===== config.mk =====
export PLATFORM = sky130hd
export DESIGN_NAME = fixed_partition_first_fit_scheduler_flat
export DESIGN_NICKNAME = d
export VERILOG_FILES = /design/src/rtl/fpff_pkg.sv /design/src/rtl/fpff_if.sv /design/src/rtl/fpff_job_mem.sv /design/src/rtl/fixed_partition_first_fit_scheduler.sv /design/src/flat_wrapper.sv
export SDC_FILE = /design/constraint.sdc
export NUM_CORES = 2
export LEC_CHECK = 0
export BUFFER_PORTS_ARGS = -buffer_cell sky130_fd_sc_hd__buf_2
export CAP_MARGIN = 40
export CORE_ASPECT_RATIO = 0.9
export CORE_UTILIZATION = 45
export DETAILED_ROUTE_END_ITERATION = 12
export GPL_TIMING_DRIVEN = 0
export MAX_ROUTING_LAYER = met4
export PLACE_DENSITY = 0.7
export SETUP_SLACK_MARGIN = 0.5
export SYNTH_ARGS = -nofsm -noshare
export SYNTH_HDL_FRONTEND = slang
export SYNTH_SLANG_ARGS = --single-unit

===== constraint.sdc =====
create_clock -name clk -period 6.76 [get_ports clk]
set_input_delay 1.69 -clock clk [delete_from_list [all_inputs] [get_ports clk]]
set_output_delay 1.69 -clock clk [all_outputs]
set_load 0.02 [all_outputs]

===== src/rtl/fpff_pkg.sv =====
// Shared types, constants and partition table of the first-fit scheduler.
`timescale 1ns / 1ps
package fpff_pkg;

    localparam int MAX_JOBS_DEF  = 64;
    localparam int NUM_SLOTS_DEF = 10;

    localparam int ID_W   = 16;
    localparam int SIZE_W = 16;
    localparam int RT_W   = 16;
    localparam int TIME_W = 32;
    localparam int SLOT_W = 4;
    localparam int PCNT_W = 4;
    localparam int WCNT_W = 7;

    localparam logic MODE_SUBMIT = 1'b0;
    localparam logic MODE_TICK   = 1'b1;

    typedef enum logic [1:0] {
        ST_IDLE,
        ST_SCAN,
        ST_FIN
    } state_t;

    typedef struct packed {
        logic [ID_W-1:0]   id;
        logic [SIZE_W-1:0] size;
        logic [RT_W-1:0]   rt;
    } job_t;

    typedef struct packed {
        logic              accepted;
        logic              done_res;
        logic [ID_W-1:0]   done_job;
        logic [SLOT_W-1:0] done_slot;
        logic [TIME_W-1:0] done_arrival;
        logic [TIME_W-1:0] done_start;
        logic [TIME_W-1:0] done_end;
        logic [PCNT_W-1:0] placed_count;
        logic [WCNT_W-1:0] waiting_count;
        logic [TIME_W-1:0] frag_total;
        logic              idle;
        logic [TIME_W-1:0] now;
    } res_t;

    function automatic logic [SIZE_W-1:0] part_size(input int unsigned j);
        logic [SIZE_W-1:0] s;
        case (j)
            0:       s = SIZE_W'(9500);
            1:       s = SIZE_W'(7000);
            2:       s = SIZE_W'(4500);
            3:       s = SIZE_W'(8500);
            4:       s = SIZE_W'(3000);
            5:       s = SIZE_W'(9000);
            6:       s = SIZE_W'(1000);
            7:       s = SIZE_W'(5500);
            8:       s = SIZE_W'(1500);
            9:       s = SIZE_W'(500);
            default: s = '0;
        endcase
        return s;
    endfunction

endpackage


===== src/rtl/fpff_if.sv =====
// Handshake channels for job items and result items.
`timescale 1ns / 1ps
interface fpff_job_if;
    import fpff_pkg::*;
    logic              valid;
    logic              ready;
    logic              mode;
    logic [ID_W-1:0]   job_id;
    logic [SIZE_W-1:0] job_size;
    logic [RT_W-1:0]   run_time;

    modport source(output valid, mode, job_id, job_size, run_time, input ready);
    modport sink(input valid, mode, job_id, job_size, run_time, output ready);
endinterface

interface fpff_res_if;
    import fpff_pkg::*;
    logic              valid;
    logic              ready;
    logic              accepted;
    logic              done_res;
    logic [ID_W-1:0]   done_job;
    logic [SLOT_W-1:0] done_slot;
    logic [TIME_W-1:0] done_arrival;
    logic [TIME_W-1:0] done_start;
    logic [TIME_W-1:0] done_end;
    logic [PCNT_W-1:0] placed_count;
    logic [WCNT_W-1:0] waiting_count;
    logic [TIME_W-1:0] frag_total;
    logic              idle;
    logic [TIME_W-1:0] now;

    modport source(output valid, accepted, done_res, done_job, done_slot, done_arrival,
                   done_start, done_end, placed_count, waiting_count, frag_total, idle,
                   now, input ready);
    modport sink(input valid, accepted, done_res, done_job, done_slot, done_arrival,
                 done_start, done_end, placed_count, waiting_count, frag_total, idle,
                 now, output ready);
endinterface


===== src/rtl/fpff_job_mem.sv =====
// Job table memory: one write port, one registered read port, plus placed marks.
`timescale 1ns / 1ps
module fpff_job_mem
    import fpff_pkg::*;
#(
    parameter int MAX_JOBS = MAX_JOBS_DEF,
    localparam int JIW = (MAX_JOBS > 1) ? $clog2(MAX_JOBS) : 1
) (
    input  logic           clk,
    input  logic           we,
    input  logic [JIW-1:0] wa,
    input  job_t           wd,
    input  logic           pwe,
    input  logic [JIW-1:0] pwa,
    input  logic           pwd,
    input  logic           re,
    input  logic [JIW-1:0] ra,
    output job_t           rd,
    output logic           rp
);

    job_t mem [MAX_JOBS];
    logic pmem [MAX_JOBS];
    job_t rd_reg;
    logic rp_reg;

    always_ff @(posedge clk)
    begin
        if (we)
        begin
            mem[wa] <= wd;
        end
        if (pwe)
        begin
            pmem[pwa] <= pwd;
        end
        if (re)
        begin
            rd_reg <= mem[ra];
            rp_reg <= pmem[ra];
        end
    end

    assign rd = rd_reg;
    assign rp = rp_reg;

endmodule


===== src/rtl/fixed_partition_first_fit_scheduler.sv =====
// Top level of the fixed-partition first-fit job scheduler.
// Usage:
//   job_in carries one item: mode 0 submits a job (id, size, run time) into the
//   job table, mode 1 advances time by one tick. res_out returns exactly one
//   result item per input item.
//   A submit's result is registered on the accepting edge.
//   A tick walks the job table one entry per cycle through the table's single
//   read port, tests every free partition in parallel for each unplaced job,
//   then performs the clock and run/complete step.
//   job_in.ready is high only between items, while the result register is
//   empty or being drained; a new item may be taken in the cycle its
//   predecessor's result is taken.
//   When res_out stalls, the result holds and no further item is accepted.
//   Reset clears the job count, busy partitions, ready queue, time and slack
//   total; each submit writes its own placed mark, so no clearing pass is needed.
`timescale 1ns / 1ps
module fixed_partition_first_fit_scheduler
    import fpff_pkg::*;
#(
    parameter int MAX_JOBS  = MAX_JOBS_DEF,
    parameter int NUM_SLOTS = NUM_SLOTS_DEF
) (
    input  logic        clk,
    input  logic        rst_n,
    fpff_job_if.sink    job_in,
    fpff_res_if.source  res_out
);

    localparam int JIW = (MAX_JOBS > 1) ? $clog2(MAX_JOBS) : 1;
    localparam int JCW = $clog2(MAX_JOBS + 1);
    localparam int QIW = (NUM_SLOTS > 1) ? $clog2(NUM_SLOTS) : 1;
    localparam int QCW = $clog2(NUM_SLOTS + 1);

    state_t            state_reg, state_next;
    logic [JCW-1:0]    job_cnt_reg, job_cnt_next;
    logic [JCW-1:0]    wait_cnt_reg, wait_cnt_next;
    logic [JCW-1:0]    idx_reg, idx_next;
    logic              ev_vld_reg, ev_vld_next;
    logic [JIW-1:0]    ev_idx_reg, ev_idx_next;
    logic [PCNT_W-1:0] plc_cnt_reg, plc_cnt_next;
    logic [NUM_SLOTS-1:0] busy_reg, busy_next;
    logic [ID_W-1:0]   q_id_reg [NUM_SLOTS];
    logic [ID_W-1:0]   q_id_next [NUM_SLOTS];
    logic [SLOT_W-1:0] q_slot_reg [NUM_SLOTS];
    logic [SLOT_W-1:0] q_slot_next [NUM_SLOTS];
    logic [TIME_W-1:0] q_arr_reg [NUM_SLOTS];
    logic [TIME_W-1:0] q_arr_next [NUM_SLOTS];
    logic [RT_W-1:0]   q_rt_reg [NUM_SLOTS];
    logic [RT_W-1:0]   q_rt_next [NUM_SLOTS];
    logic [QIW-1:0]    q_head_reg, q_head_next;
    logic [QCW-1:0]    q_cnt_reg, q_cnt_next;
    logic              running_reg, running_next;
    logic [TIME_W-1:0] run_start_reg, run_start_next;
    logic [TIME_W-1:0] now_reg, now_next;
    logic [TIME_W-1:0] slack_reg, slack_next;
    logic              out_vld_reg, out_vld_next;
    res_t              out_reg, out_next;

    logic              mem_we, mem_re;
    logic [JIW-1:0]    mem_wa, mem_ra;
    job_t              mem_wd, mem_rd;
    logic              mem_pwe;
    logic [JIW-1:0]    mem_pwa;
    logic              mem_pwd;
    logic              mem_rp;

    logic              fit_any;
    logic [SLOT_W-1:0] fit_j;
    logic [SIZE_W-1:0] slack;
    logic [TIME_W:0]   slack_sum;
    logic [QCW:0]      tail_raw;
    logic [QIW-1:0]    tail;
    logic              in_fire;
    logic [TIME_W-1:0] now_inc;
    logic              run_v;
    logic [TIME_W-1:0] start_v;
    logic [QCW-1:0]    cnt_v;
    logic              done_v;

    fpff_job_mem #(.MAX_JOBS(MAX_JOBS)) u_mem (
        .clk (clk),
        .we  (mem_we),
        .wa  (mem_wa),
        .wd  (mem_wd),
        .pwe (mem_pwe),
        .pwa (mem_pwa),
        .pwd (mem_pwd),
        .re  (mem_re),
        .ra  (mem_ra),
        .rd  (mem_rd),
        .rp  (mem_rp)
    );

    assign job_in.ready = (state_reg == ST_IDLE) && (!out_vld_reg || res_out.ready);
    assign in_fire      = job_in.valid && job_in.ready;

    // first free partition that holds the job under evaluation
    always_comb
    begin
        fit_any = 1'b0;
        fit_j   = '0;
        for (int j = NUM_SLOTS - 1; j >= 0; j--)
        begin
            if (!busy_reg[j] && (mem_rd.size <= part_size(j)))
            begin
                fit_any = 1'b1;
                fit_j   = SLOT_W'(j);
            end
        end
        slack     = part_size(int'(fit_j)) - mem_rd.size;
        slack_sum = {1'b0, slack_reg} + (TIME_W + 1)'(slack);
        tail_raw  = (QCW + 1)'(q_head_reg) + (QCW + 1)'(q_cnt_reg);
        if (tail_raw >= (QCW + 1)'(NUM_SLOTS))
        begin
            tail_raw = tail_raw - (QCW + 1)'(NUM_SLOTS);
        end
        tail = tail_raw[QIW-1:0];
    end

    always_comb
    begin
        state_next     = state_reg;
        job_cnt_next   = job_cnt_reg;
        wait_cnt_next  = wait_cnt_reg;
        idx_next       = idx_reg;
        ev_vld_next    = ev_vld_reg;
        ev_idx_next    = ev_idx_reg;
        plc_cnt_next   = plc_cnt_reg;
        busy_next      = busy_reg;
        q_id_next      = q_id_reg;
        q_slot_next    = q_slot_reg;
        q_arr_next     = q_arr_reg;
        q_rt_next      = q_rt_reg;
        q_head_next    = q_head_reg;
        q_cnt_next     = q_cnt_reg;
        running_next   = running_reg;
        run_start_next = run_start_reg;
        now_next       = now_reg;
        slack_next     = slack_reg;
        out_vld_next   = out_vld_reg && !res_out.ready;
        out_next       = out_reg;
        mem_we         = 1'b0;
        mem_wa         = job_cnt_reg[JIW-1:0];
        mem_wd         = '{id: job_in.job_id, size: job_in.job_size, rt: job_in.run_time};
        mem_pwe        = 1'b0;
        mem_pwa        = job_cnt_reg[JIW-1:0];
        mem_pwd        = 1'b0;
        mem_re         = 1'b0;
        mem_ra         = idx_reg[JIW-1:0];
        now_inc        = now_reg + TIME_W'(1);
        run_v          = running_reg;
        start_v        = run_start_reg;
        cnt_v          = q_cnt_reg;
        done_v         = 1'b0;

        // place the job read in the previous cycle, if it is unplaced and a free partition fits it
        if (ev_vld_reg && !mem_rp && fit_any)
        begin
            mem_pwe                 = 1'b1;
            mem_pwa                 = ev_idx_reg;
            mem_pwd                 = 1'b1;
            busy_next[fit_j]        = 1'b1;
            q_id_next[tail]         = mem_rd.id;
            q_slot_next[tail]       = fit_j;
            q_arr_next[tail]        = now_reg;
            q_rt_next[tail]         = mem_rd.rt;
            q_cnt_next              = q_cnt_reg + QCW'(1);
            slack_next              = slack_sum[TIME_W] ? '1 : slack_sum[TIME_W-1:0];
            plc_cnt_next            = plc_cnt_reg + PCNT_W'(1);
            wait_cnt_next           = wait_cnt_reg - JCW'(1);
        end

        unique case (state_reg)
            ST_IDLE:
            begin
                if (in_fire)
                begin
                    if (job_in.mode == MODE_SUBMIT)
                    begin
                        out_next          = '0;
                        out_next.accepted = job_cnt_reg < JCW'(MAX_JOBS);
                        if (out_next.accepted)
                        begin
                            mem_we        = 1'b1;
                            mem_pwe       = 1'b1;
                            mem_pwa       = job_cnt_reg[JIW-1:0];
                            mem_pwd       = 1'b0;
                            job_cnt_next  = job_cnt_reg + JCW'(1);
                            wait_cnt_next = wait_cnt_reg + JCW'(1);
                        end
                        out_next.waiting_count = WCNT_W'(wait_cnt_next);
                        out_next.frag_total    = slack_reg;
                        out_next.idle          = !running_reg && (q_cnt_reg == '0);
                        out_next.now           = now_reg;
                        out_vld_next           = 1'b1;
                    end
                    else
                    begin
                        idx_next     = '0;
                        ev_vld_next  = 1'b0;
                        plc_cnt_next = '0;
                        state_next   = ST_SCAN;
                    end
                end
            end
            ST_SCAN:
            begin
                if (idx_reg < job_cnt_reg)
                begin
                    mem_re      = 1'b1;
                    ev_vld_next = 1'b1;
                    ev_idx_next = idx_reg[JIW-1:0];
                    idx_next    = idx_reg + JCW'(1);
                end
                else
                begin
                    ev_vld_next = 1'b0;
                    if (!ev_vld_reg)
                    begin
                        state_next = ST_FIN;
                    end
                end
            end
            ST_FIN:
            begin
                if (!out_vld_reg || res_out.ready)
                begin
                    out_next = '0;
                    if (!run_v && (q_cnt_reg != '0))
                    begin
                        run_v   = 1'b1;
                        start_v = now_inc;
                    end
                    if (run_v && ((now_inc - start_v) == TIME_W'(q_rt_reg[q_head_reg])))
                    begin
                        done_v                = 1'b1;
                        out_next.done_job     = q_id_reg[q_head_reg];
                        out_next.done_slot    = q_slot_reg[q_head_reg];
                        out_next.done_arrival = q_arr_reg[q_head_reg];
                        out_next.done_start   = start_v;
                        out_next.done_end     = now_inc;
                        for (int j = 0; j < NUM_SLOTS; j++)
                        begin
                            if (q_slot_reg[q_head_reg] == SLOT_W'(j))
                            begin
                                busy_next[j] = 1'b0;
                            end
                        end
                        q_head_next = (q_head_reg == QIW'(NUM_SLOTS - 1)) ? '0
                                                                          : q_head_reg + QIW'(1);
                        cnt_v = q_cnt_reg - QCW'(1);
                        if (cnt_v != '0)
                        begin
                            start_v = now_inc;
                        end
                        else
                        begin
                            run_v = 1'b0;
                        end
                    end
                    q_cnt_next             = cnt_v;
                    running_next           = run_v;
                    run_start_next         = start_v;
                    now_next               = now_inc;
                    out_next.done_res      = done_v;
                    out_next.placed_count  = plc_cnt_reg;
                    out_next.waiting_count = WCNT_W'(wait_cnt_reg);
                    out_next.frag_total    = slack_reg;
                    out_next.idle          = !run_v && (cnt_v == '0);
                    out_next.now           = now_inc;
                    out_vld_next           = 1'b1;
                    state_next             = ST_IDLE;
                end
            end
            default:
            begin
                state_next = ST_IDLE;
            end
        endcase
    end

    always_ff @(posedge clk or negedge rst_n)
    begin
        if (!rst_n)
        begin
            state_reg     <= ST_IDLE;
            job_cnt_reg   <= '0;
            wait_cnt_reg  <= '0;
            idx_reg       <= '0;
            ev_vld_reg    <= 1'b0;
            plc_cnt_reg   <= '0;
            busy_reg      <= '0;
            q_head_reg    <= '0;
            q_cnt_reg     <= '0;
            running_reg   <= 1'b0;
            run_start_reg <= '0;
            now_reg       <= '0;
            slack_reg     <= '0;
            out_vld_reg   <= 1'b0;
        end
        else
        begin
            state_reg     <= state_next;
            job_cnt_reg   <= job_cnt_next;
            wait_cnt_reg  <= wait_cnt_next;
            idx_reg       <= idx_next;
            ev_vld_reg    <= ev_vld_next;
            plc_cnt_reg   <= plc_cnt_next;
            busy_reg      <= busy_next;
            q_head_reg    <= q_head_next;
            q_cnt_reg     <= q_cnt_next;
            running_reg   <= running_next;
            run_start_reg <= run_start_next;
            now_reg       <= now_next;
            slack_reg     <= slack_next;
            out_vld_reg   <= out_vld_next;
        end
    end

    always_ff @(posedge clk)
    begin
        ev_idx_reg <= ev_idx_next;
        q_id_reg   <= q_id_next;
        q_slot_reg <= q_slot_next;
        q_arr_reg  <= q_arr_next;
        q_rt_reg   <= q_rt_next;
        out_reg    <= out_next;
    end

    assign res_out.valid         = out_vld_reg;
    assign res_out.accepted      = out_reg.accepted;
    assign res_out.done_res      = out_reg.done_res;
    assign res_out.done_job      = out_reg.done_job;
    assign res_out.done_slot     = out_reg.done_slot;
    assign res_out.done_arrival  = out_reg.done_arrival;
    assign res_out.done_start    = out_reg.done_start;
    assign res_out.done_end      = out_reg.done_end;
    assign res_out.placed_count  = out_reg.placed_count;
    assign res_out.waiting_count = out_reg.waiting_count;
    assign res_out.frag_total    = out_reg.frag_total;
    assign res_out.idle          = out_reg.idle;
    assign res_out.now           = out_reg.now;

`ifndef SYNTHESIS
    a_busy_matches_queue: assert property (@(posedge clk) disable iff (!rst_n)
        $countones(busy_reg) == int'(q_cnt_reg))
        else $error("busy partitions differ from ready queue depth");

    a_wait_le_jobs: assert property (@(posedge clk) disable iff (!rst_n)
        wait_cnt_reg <= job_cnt_reg)
        else $error("waiting count exceeds job count");

    a_run_needs_queue: assert property (@(posedge clk) disable iff (!rst_n)
        running_reg |-> (q_cnt_reg != '0))
        else $error("running with empty ready queue");

    a_tick_result: assert property (@(posedge clk) disable iff (!rst_n)
        (state_reg == ST_FIN && (!out_vld_reg || res_out.ready)) |=>
            (out_vld_reg && state_reg == ST_IDLE && !out_reg.accepted))
        else $error("tick did not produce a result");
`endif

endmodule

===== src/flat_wrapper.sv =====
// flat-port wrapper written by rule: the top's interface ports become plain ports
module fixed_partition_first_fit_scheduler_flat import fpff_pkg::*;
#(
    parameter int MAX_JOBS  = MAX_JOBS_DEF,
    parameter int NUM_SLOTS = NUM_SLOTS_DEF
)
  (clk, rst_n, job_in_valid, job_in_mode, job_in_job_id, job_in_job_size, job_in_run_time, job_in_ready, res_out_valid, res_out_accepted, res_out_done_res, res_out_done_job, res_out_done_slot, res_out_done_arrival, res_out_done_start, res_out_done_end, res_out_placed_count, res_out_waiting_count, res_out_frag_total, res_out_idle, res_out_now, res_out_ready);
  fpff_job_if job_in_i ();
  fpff_res_if res_out_i ();
  input  logic clk;
  input  logic rst_n;
  input wire logic [$bits(job_in_i.valid)-1:0] job_in_valid;
  input wire logic [$bits(job_in_i.mode)-1:0] job_in_mode;
  input wire logic [$bits(job_in_i.job_id)-1:0] job_in_job_id;
  input wire logic [$bits(job_in_i.job_size)-1:0] job_in_job_size;
  input wire logic [$bits(job_in_i.run_time)-1:0] job_in_run_time;
  output wire logic [$bits(job_in_i.ready)-1:0] job_in_ready;
  output wire logic [$bits(res_out_i.valid)-1:0] res_out_valid;
  output wire logic [$bits(res_out_i.accepted)-1:0] res_out_accepted;
  output wire logic [$bits(res_out_i.done_res)-1:0] res_out_done_res;
  output wire logic [$bits(res_out_i.done_job)-1:0] res_out_done_job;
  output wire logic [$bits(res_out_i.done_slot)-1:0] res_out_done_slot;
  output wire logic [$bits(res_out_i.done_arrival)-1:0] res_out_done_arrival;
  output wire logic [$bits(res_out_i.done_start)-1:0] res_out_done_start;
  output wire logic [$bits(res_out_i.done_end)-1:0] res_out_done_end;
  output wire logic [$bits(res_out_i.placed_count)-1:0] res_out_placed_count;
  output wire logic [$bits(res_out_i.waiting_count)-1:0] res_out_waiting_count;
  output wire logic [$bits(res_out_i.frag_total)-1:0] res_out_frag_total;
  output wire logic [$bits(res_out_i.idle)-1:0] res_out_idle;
  output wire logic [$bits(res_out_i.now)-1:0] res_out_now;
  input wire logic [$bits(res_out_i.ready)-1:0] res_out_ready;
  assign job_in_i.valid = job_in_valid;
  assign job_in_i.mode = job_in_mode;
  assign job_in_i.job_id = job_in_job_id;
  assign job_in_i.job_size = job_in_job_size;
  assign job_in_i.run_time = job_in_run_time;
  assign job_in_ready = job_in_i.ready;
  assign res_out_valid = res_out_i.valid;
  assign res_out_accepted = res_out_i.accepted;
  assign res_out_done_res = res_out_i.done_res;
  assign res_out_done_job = res_out_i.done_job;
  assign res_out_done_slot = res_out_i.done_slot;
  assign res_out_done_arrival = res_out_i.done_arrival;
  assign res_out_done_start = res_out_i.done_start;
  assign res_out_done_end = res_out_i.done_end;
  assign res_out_placed_count = res_out_i.placed_count;
  assign res_out_waiting_count = res_out_i.waiting_count;
  assign res_out_frag_total = res_out_i.frag_total;
  assign res_out_idle = res_out_i.idle;
  assign res_out_now = res_out_i.now;
  assign res_out_i.ready = res_out_ready;
  fixed_partition_first_fit_scheduler #(.MAX_JOBS(MAX_JOBS), .NUM_SLOTS(NUM_SLOTS)) u_core (.clk(clk), .rst_n(rst_n), .job_in(job_in_i), .res_out(res_out_i));
endmodule

Word-level counts from Yosys, hierarchy flattened
Memories as Yosys holds them, arrays and structs flattened. A register that Yosys moved wholly into a read port is not among the register bits.
Cells that the tools add are included.
Operators by class
  bitwise logic cells: 4
  muxes and demuxes: 135
  equality and inequality tests: 20
  $add $sub $neg: 14
  reductions and logical operators: 53
  $lt $le $gt $ge: 18
Operator list (number)
  194-bit 2-to-1 mux: 3
  194-bit one-hot mux with 2 select lines: 1
  160-bit bitwise mux: 2
  320-bit bitwise mux: 1
  32-bit 2-to-1 mux: 9
  16-bit binary-select mux with 4-bit select: 2
  32-bit binary-select mux with 4-bit select: 1
  32-bit demux with 4-bit select: 1
  116-bit 2-to-1 mux: 1
  4-bit 2-to-1 mux: 25
  16-bit 2-to-1 mux: 5
  16-bit demux with 4-bit select: 1
  7-bit 2-to-1 mux: 8
  1-bit 2-to-1 mux: 53
  16-bit by 13-bit less-or-equal comparator with 1-bit output, second input constant: 3
  16-bit by 14-bit less-or-equal comparator with 1-bit output, second input constant: 3
  40-bit bitwise mux: 1
  10-bit 2-to-1 mux: 4
  32-bit by 16-bit adder with 33-bit output: 1
  32-bit by 1-bit adder with 32-bit output, second input constant: 1
  32-bit by 16-bit == test with 1-bit output: 1
  32-bit subtractor: 1
  6-bit 2-to-1 mux: 5
  7-bit by 1-bit adder with 7-bit output, second input constant: 3
  other kinds (46): 108
Storage, ports and cells
  register bits after elaboration: 1024
  ROM bits: 192
  bits of input ports: 53
  RAM bits: 3136
  memories: 3
Memories
  u_core.u_mem.mem: depth 64, bits a word 48, rd ports 1, clocked after Yosys merged registers in 1, wr ports 1, RTL line fpff_job_mem.sv:22  | job_t mem [MAX_JOBS];
  (name not given): depth 16, bits a word 12, rd ports 1, clocked after Yosys merged registers in 0, wr ports 0, RTL line fpff_pkg.sv:48  | case (j)
  u_core.u_mem.pmem: depth 64, bits a word 1, rd ports 1, clocked after Yosys merged registers in 1, wr ports 1, RTL line fpff_job_mem.sv:23  | logic pmem [MAX_JOBS];

Longest topological paths before layout
  word-level depth: 22
  depth in mapped cells: 33
  depth with buffers taken out: 33

By module
Synthesis repeated with hierarchy kept, for this count alone.
Second synthesis, totals
  cells, all modules: 8187
  area, all modules: 166173.1 um2
Modules (own cells, without submodules)
  fpff_job_mem: area each 120842.1 um2, cells each 5091, times used 1, seq. area each 95641.7 um2
  fixed_partition_first_fit_scheduler: area each 45331.0 um2, cells each 3096, times used 1, seq. area each 30028.8 um2

Least setup slack after synthesis
Ideal clock, no wire load.
  path type: input port to flip-flop
  from: in res_out_ready
  to: reg u_core.out_reg (netlist bit u_core.res_out.accepted) (enable)
  library setup time: 1552 ps
  arrival time: 5713 ps
  data required time: 5208 ps
  slack: -505 ps
  cell stages on the path: 5
  path through: nand2b_1 nand2_1 clkbuf_1 clkbuf_1 nand2_1
On the way
  word-level cells in the longest chain between the ends: 5
RTL lines
  from (decl): RTL line flat_wrapper.sv:31  | input wire logic [$bits(res_out_i.ready)-1:0] res_out_ready;
  1-bit logical OR *: RTL line fixed_partition_first_fit_scheduler.sv:94, fixed_partition_first_fit_scheduler.sv:226
  1-bit logical AND: RTL line fixed_partition_first_fit_scheduler.sv:94  | assign job_in.ready = (state_reg == ST_IDLE) && (!out_vld_reg || res_out.ready);
  1-bit logical AND: RTL line fixed_partition_first_fit_scheduler.sv:95  | assign in_fire = job_in.valid && job_in.ready;
  2-bit by 1-bit inequality test with 1-bit output (no source line)
  4-bit AND reduction (no source line) *
  to (signal assigned): RTL line fixed_partition_first_fit_scheduler.sv:327  | out_reg <= out_next;
  to (decl): RTL line fixed_partition_first_fit_scheduler.sv:57  | res_t out_reg, out_next;
Every way passes the cells marked *; elsewhere a longest branch is shown, timed or not.
A chain may end at the register's enable or synchronous reset.

Worst setup path in the final report
  from: reg, netlist name u_core.u_mem.rd[26]
  to: reg u_core.slack_reg[6]
On the way
  word-level cells in the longest chain between the ends: 16
RTL lines
  16-bit by 9-bit less-or-equal comparator with 1-bit output: RTL line fixed_partition_first_fit_scheduler.sv:104  | if (!busy_reg[j] && (mem_rd.size <= part_size(j)))
  1-bit logical AND: RTL line fixed_partition_first_fit_scheduler.sv:104
  4-bit 2-to-1 mux (9 in a row): RTL line fixed_partition_first_fit_scheduler.sv:104
  4-bit 2-to-1 mux *: RTL line fixed_partition_first_fit_scheduler.sv:104
  via u_core.fit_j[3]: RTL line fixed_partition_first_fit_scheduler.sv:68  | logic [SLOT_W-1:0] fit_j;
  memory 16 x 12 bit *
  16-bit subtractor *: RTL line fixed_partition_first_fit_scheduler.sv:110  | slack = part_size(int'(fit_j)) - mem_rd.size;
  32-bit by 16-bit adder with 33-bit output *: RTL line fixed_partition_first_fit_scheduler.sv:111  | slack_sum = {1'b0, slack_reg} + (TIME_W + 1)'(slack);
  32-bit 2-to-1 mux *: RTL line fixed_partition_first_fit_scheduler.sv:168  | slack_next = slack_sum[TIME_W] ? '1 : slack_sum[TIME_W-1:0];
  to (signal assigned): RTL line fixed_partition_first_fit_scheduler.sv:315  | slack_reg <= slack_next;
  to (decl): RTL line fixed_partition_first_fit_scheduler.sv:55  | logic [TIME_W-1:0] slack_reg, slack_next;
Mark *: on every way through the listed nets, which the timed path passes. The rest lies on a longest branch.

==> metrics.md <==
| Metric | Value |
|---|---|
| Vias in the first global route | `85105` |
| Share of cells above drive strength 1 | `0.329` |
| Initial DRC Count | `12484` |
| Synth area leader | `edfxtp_1` |
| Most frequent cell after synthesis | `edfxtp_1` |
| Worst Path Arrival | `7.36 ns` |
| Final std cell area, no fill | `196000 um^2` |
| Synthesized cell area | `166000 um^2` |
| Cts bufs inserted | `397` |
| Gate Count Post-Synth | `7670` |
| Worst-path clk slew | `0.06 ns` |
| Critical path's slowest cell | `or4b_4` |
| Hold Crit Start | `u_core.slack_reg[28]$_DFFE_PN0P_` |
| Post-route ant nets | `0` |
| Gr usage total | `0.247` |
| RePlAce Congestion | `0.907` |
| Reg-to-Reg End | `u_core.slack_reg[6]$_DFFE_PN0P_` |
| Crit end category | `register` |
| Worst slew pin tran | `1.03 ns` |
| Comb power frac | `0.278` |
| Layout fillers | `27143` |
| Fin crit period | `6.55 ns` |
| CTS H-Tree Depth | `5` |
| Clk sinks | `4209` |
| Initial Util | `0.453` |
| Cell Pwr Density | `366 nW/um^2` |
| Clock share of power | `0.309` |
| Routed via count | `86650` |
| Number of synthesized flops with an enable pin | `4065` |
| R2R depth | `34` |
| WL final | `452000 um` |
| CTS tree | `done` |
| Synth top cells by count | `edfxtp_1, mux4_2, nor2_1` |
| Status | `complete, no violations` |
| Type of the worst min-delay path | `reg -> reg` |
| Max reg flops | `3072` |
| Worst Setup Start Kind | `register` |
| First drt pass iteration count | `6` |
| Top layer in use | `met4` |
| Sequential share of power | `0.414` |
| Num rows | `211` |
| CP dominant cell by count | `buf_4` |
| Synthesis-stage register bit count | `4209` |
| WL met3 | `48100 um` |
| Cell Int Power | `50800 uW` |
| Initial antenna violation count | `45` |
| Crit path kind | `reg -> reg` |
| Worst Hold Slack | `0.467 ns` |
| CP startpoint | `u_core.u_mem.rd[26]$_DFFE_PP_` |
| Synth top area share | `0.735` |
| Detail Route met2 WL | `212000 um` |
| Yosys warns | `0` |
| Die extent in x | `643 um` |
| First-pass GRT wire length | `634000 um` |
| Post-Place Worst Slack | `-2.55 ns` |
| WP data required | `7.57 ns` |
| Worst-skew pair later-pin latency | `0.95 ns` |
| Final Cycle Share | `0.970` |
| DRT met1 WL | `174000 um` |
| PortBufs | `248` |
| DP HPWL | `313000 um` |
| Average via count per standard cell | `6.14` |
| Max incr delay on CP | `0.53 ns` |
| Core ar. | `367000 um^2` |
| Fraction of power spent switching nets | `0.293` |
| Synthesized net count | `7812` |
| Async SR Flop Fraction | `0.0342` |
| Worst Path Max Fanout | `11` |
| Detailed-route DRC error count | `0` |
| Largest net degree at the start of global routing | `103` |
| Post-synth top flop | `edfxtp_1` |
| I/O pin cnt | `249` |
| CTS root buf | `clkbuf_16` |
| Endpoints failing setup | `0` |
| Clock skew | `0.0630 ns` |
| Routed WL per cell | `32.1 um` |
| Switching pwr | `21100 uW` |
| Syn_area_per_cell | `21.7 um^2` |
| Final hold vios | `0` |
| Area Growth Syn to Fin | `18.2%` |
| Final WS setup | `0.205 ns` |
| RSZ-0062 raised after global routing | `true` |
| Die span in y | `579 um` |
| Netlist cell types | `105` |
| FF-to-FF setup slack | `0.21 ns` |
| Worst reg2reg startpoint | `u_core.u_mem.rd[26]$_DFFE_PP_` |
| Setup_tns | `0 ns` |
| Final net count | `8988` |
| End of the critical path | `u_core.slack_reg[6]$_DFFE_PN0P_` |
| Maximum clock insertion buffer count | `4` |
| Final slew viol count | `0` |
| Area of the die | `372000 um^2` |
| Pleak | `0.0618 uW` |
| Area contributors post-synth | `edfxtp_1, mux4_2, dfrtp_1` |
| Fmax | `153 MHz` |
| Gr ovfl total | `0` |
| DP Area | `181000 um^2` |
| Seq/Total Area, Yosys | `0.756` |
| Worst VDD drop | `0.000285 V` |
| Max Cap Viol | `0` |
| Relative slew margins | `0.311` |
## metal layers
layer | vias to the layer above | GRT usage
li1 | 34408 | -
met1 | 45682 | 0.333
met2 | 5606 | 0.380
met3 | 954 | 0.0492
met4 | 0 | 0.0842
met5 | - | -
## logic make-up after synthesis
| kind of cell | synth area share |
|---|---|
| other | 0.0000226 |
| xor gates and xnor gates | 0.00936 |
| AOI/OAI and AO/OA | 0.0196 |
| buffers and inverters | 0.0126 |
| DFF | 0.756 |
| muxes | 0.170 |
| adders and majority gates | 0.00684 |
| and+or+nand+nor | 0.0257 |
## power by group through the flow
stage,Sequential (uW),Combinational (uW),Clock (uW)
CTS,29700,19500,22400
global route,29800,20600,23300
global placement,30300,17200,0
detailed placement,30300,18900,0
finish,29700,20000,22200
floorplan,30200,10700,0
## critical path, delay by kind of cell (launching register included)
| family | cells | cell delay, ns |
|---|---|---|
| adders and majority gates | 2 | 0.61 |
| xor gates and xnor gates | 1 | 0.26 |
| DFF | 1 | 0.38 |
| buffers and inverters | 12 | 1.57 |
| and+or+nand+nor | 7 | 1.39 |
| AOI/OAI and AO/OA | 12 | 2.25 |
## cell type report
cell class	count	area, um^2	area share
plain buffers	391	1920	0.00978
clock buffers	482	10500	0.0532
multi-input cells	2964	40200	0.205
clock inverters	246	2320	0.0118
flip-flops and latches	4209	126000	0.640
inverters	106	412	0.00210
repair buffers	777	9240	0.0470
diodes	29	72.6	0.000369
well taps	4899	6130	0.0312
## through the flow
step           total power, uW  utilization  std cells
6_report                 71900        0.535      14103
5_1_grt                  73700        0.535      14095
4_1_cts                  71600        0.531      14013
3_5_place_dp             49300        0.492      13213
3_3_place_gp             47600        0.473      12817
2_1_floorplan            40900            -       7670
## worst min path at each step
stage,cells past startpoint,endpoint
CTS,0,u_core.res_out.frag_total[28]$_DFFE_PP_
global placement,0,u_core.res_out.frag_total[26]$_DFFE_PP_
detailed placement,0,u_core.res_out.frag_total[28]$_DFFE_PP_
finish,0,u_core.res_out.frag_total[28]$_DFFE_PP_
floorplan,0,u_core.res_out.frag_total[26]$_DFFE_PP_
global route,0,u_core.res_out.frag_total[28]$_DFFE_PP_
## timing repair
item                                    4_1_cts  5_1_grt
buffers inserted                             71       31
pin swaps                                    60       87
endpoints found under the setup margin      201      201
hold endpoints to repair                      0        0
hold buffers                                  0        0
resized for setup                           209      153
gates cloned                                  1        2
## cell usage in the layout, fill, tap and decap left out, types with 77 or more instances in the layout
cell       instances
buf_8             95
clkbuf_1         281
mux4_2          1165
a21oi_1           90
buf_4            107
buf_12           203
dfrtp_1          122
edfxtp_1        4065
buf_6            125
nor2_4           100
nor2_1           280
ha_1              77
buf_2            279
mux2i_1          137
clkinv_1          85
inv_1            100
clkinv_2          90
clkbuf_16        407
xnor2_1           98
buf_1             81
nand2_1          154
Power figures use the tool's default switching activity.
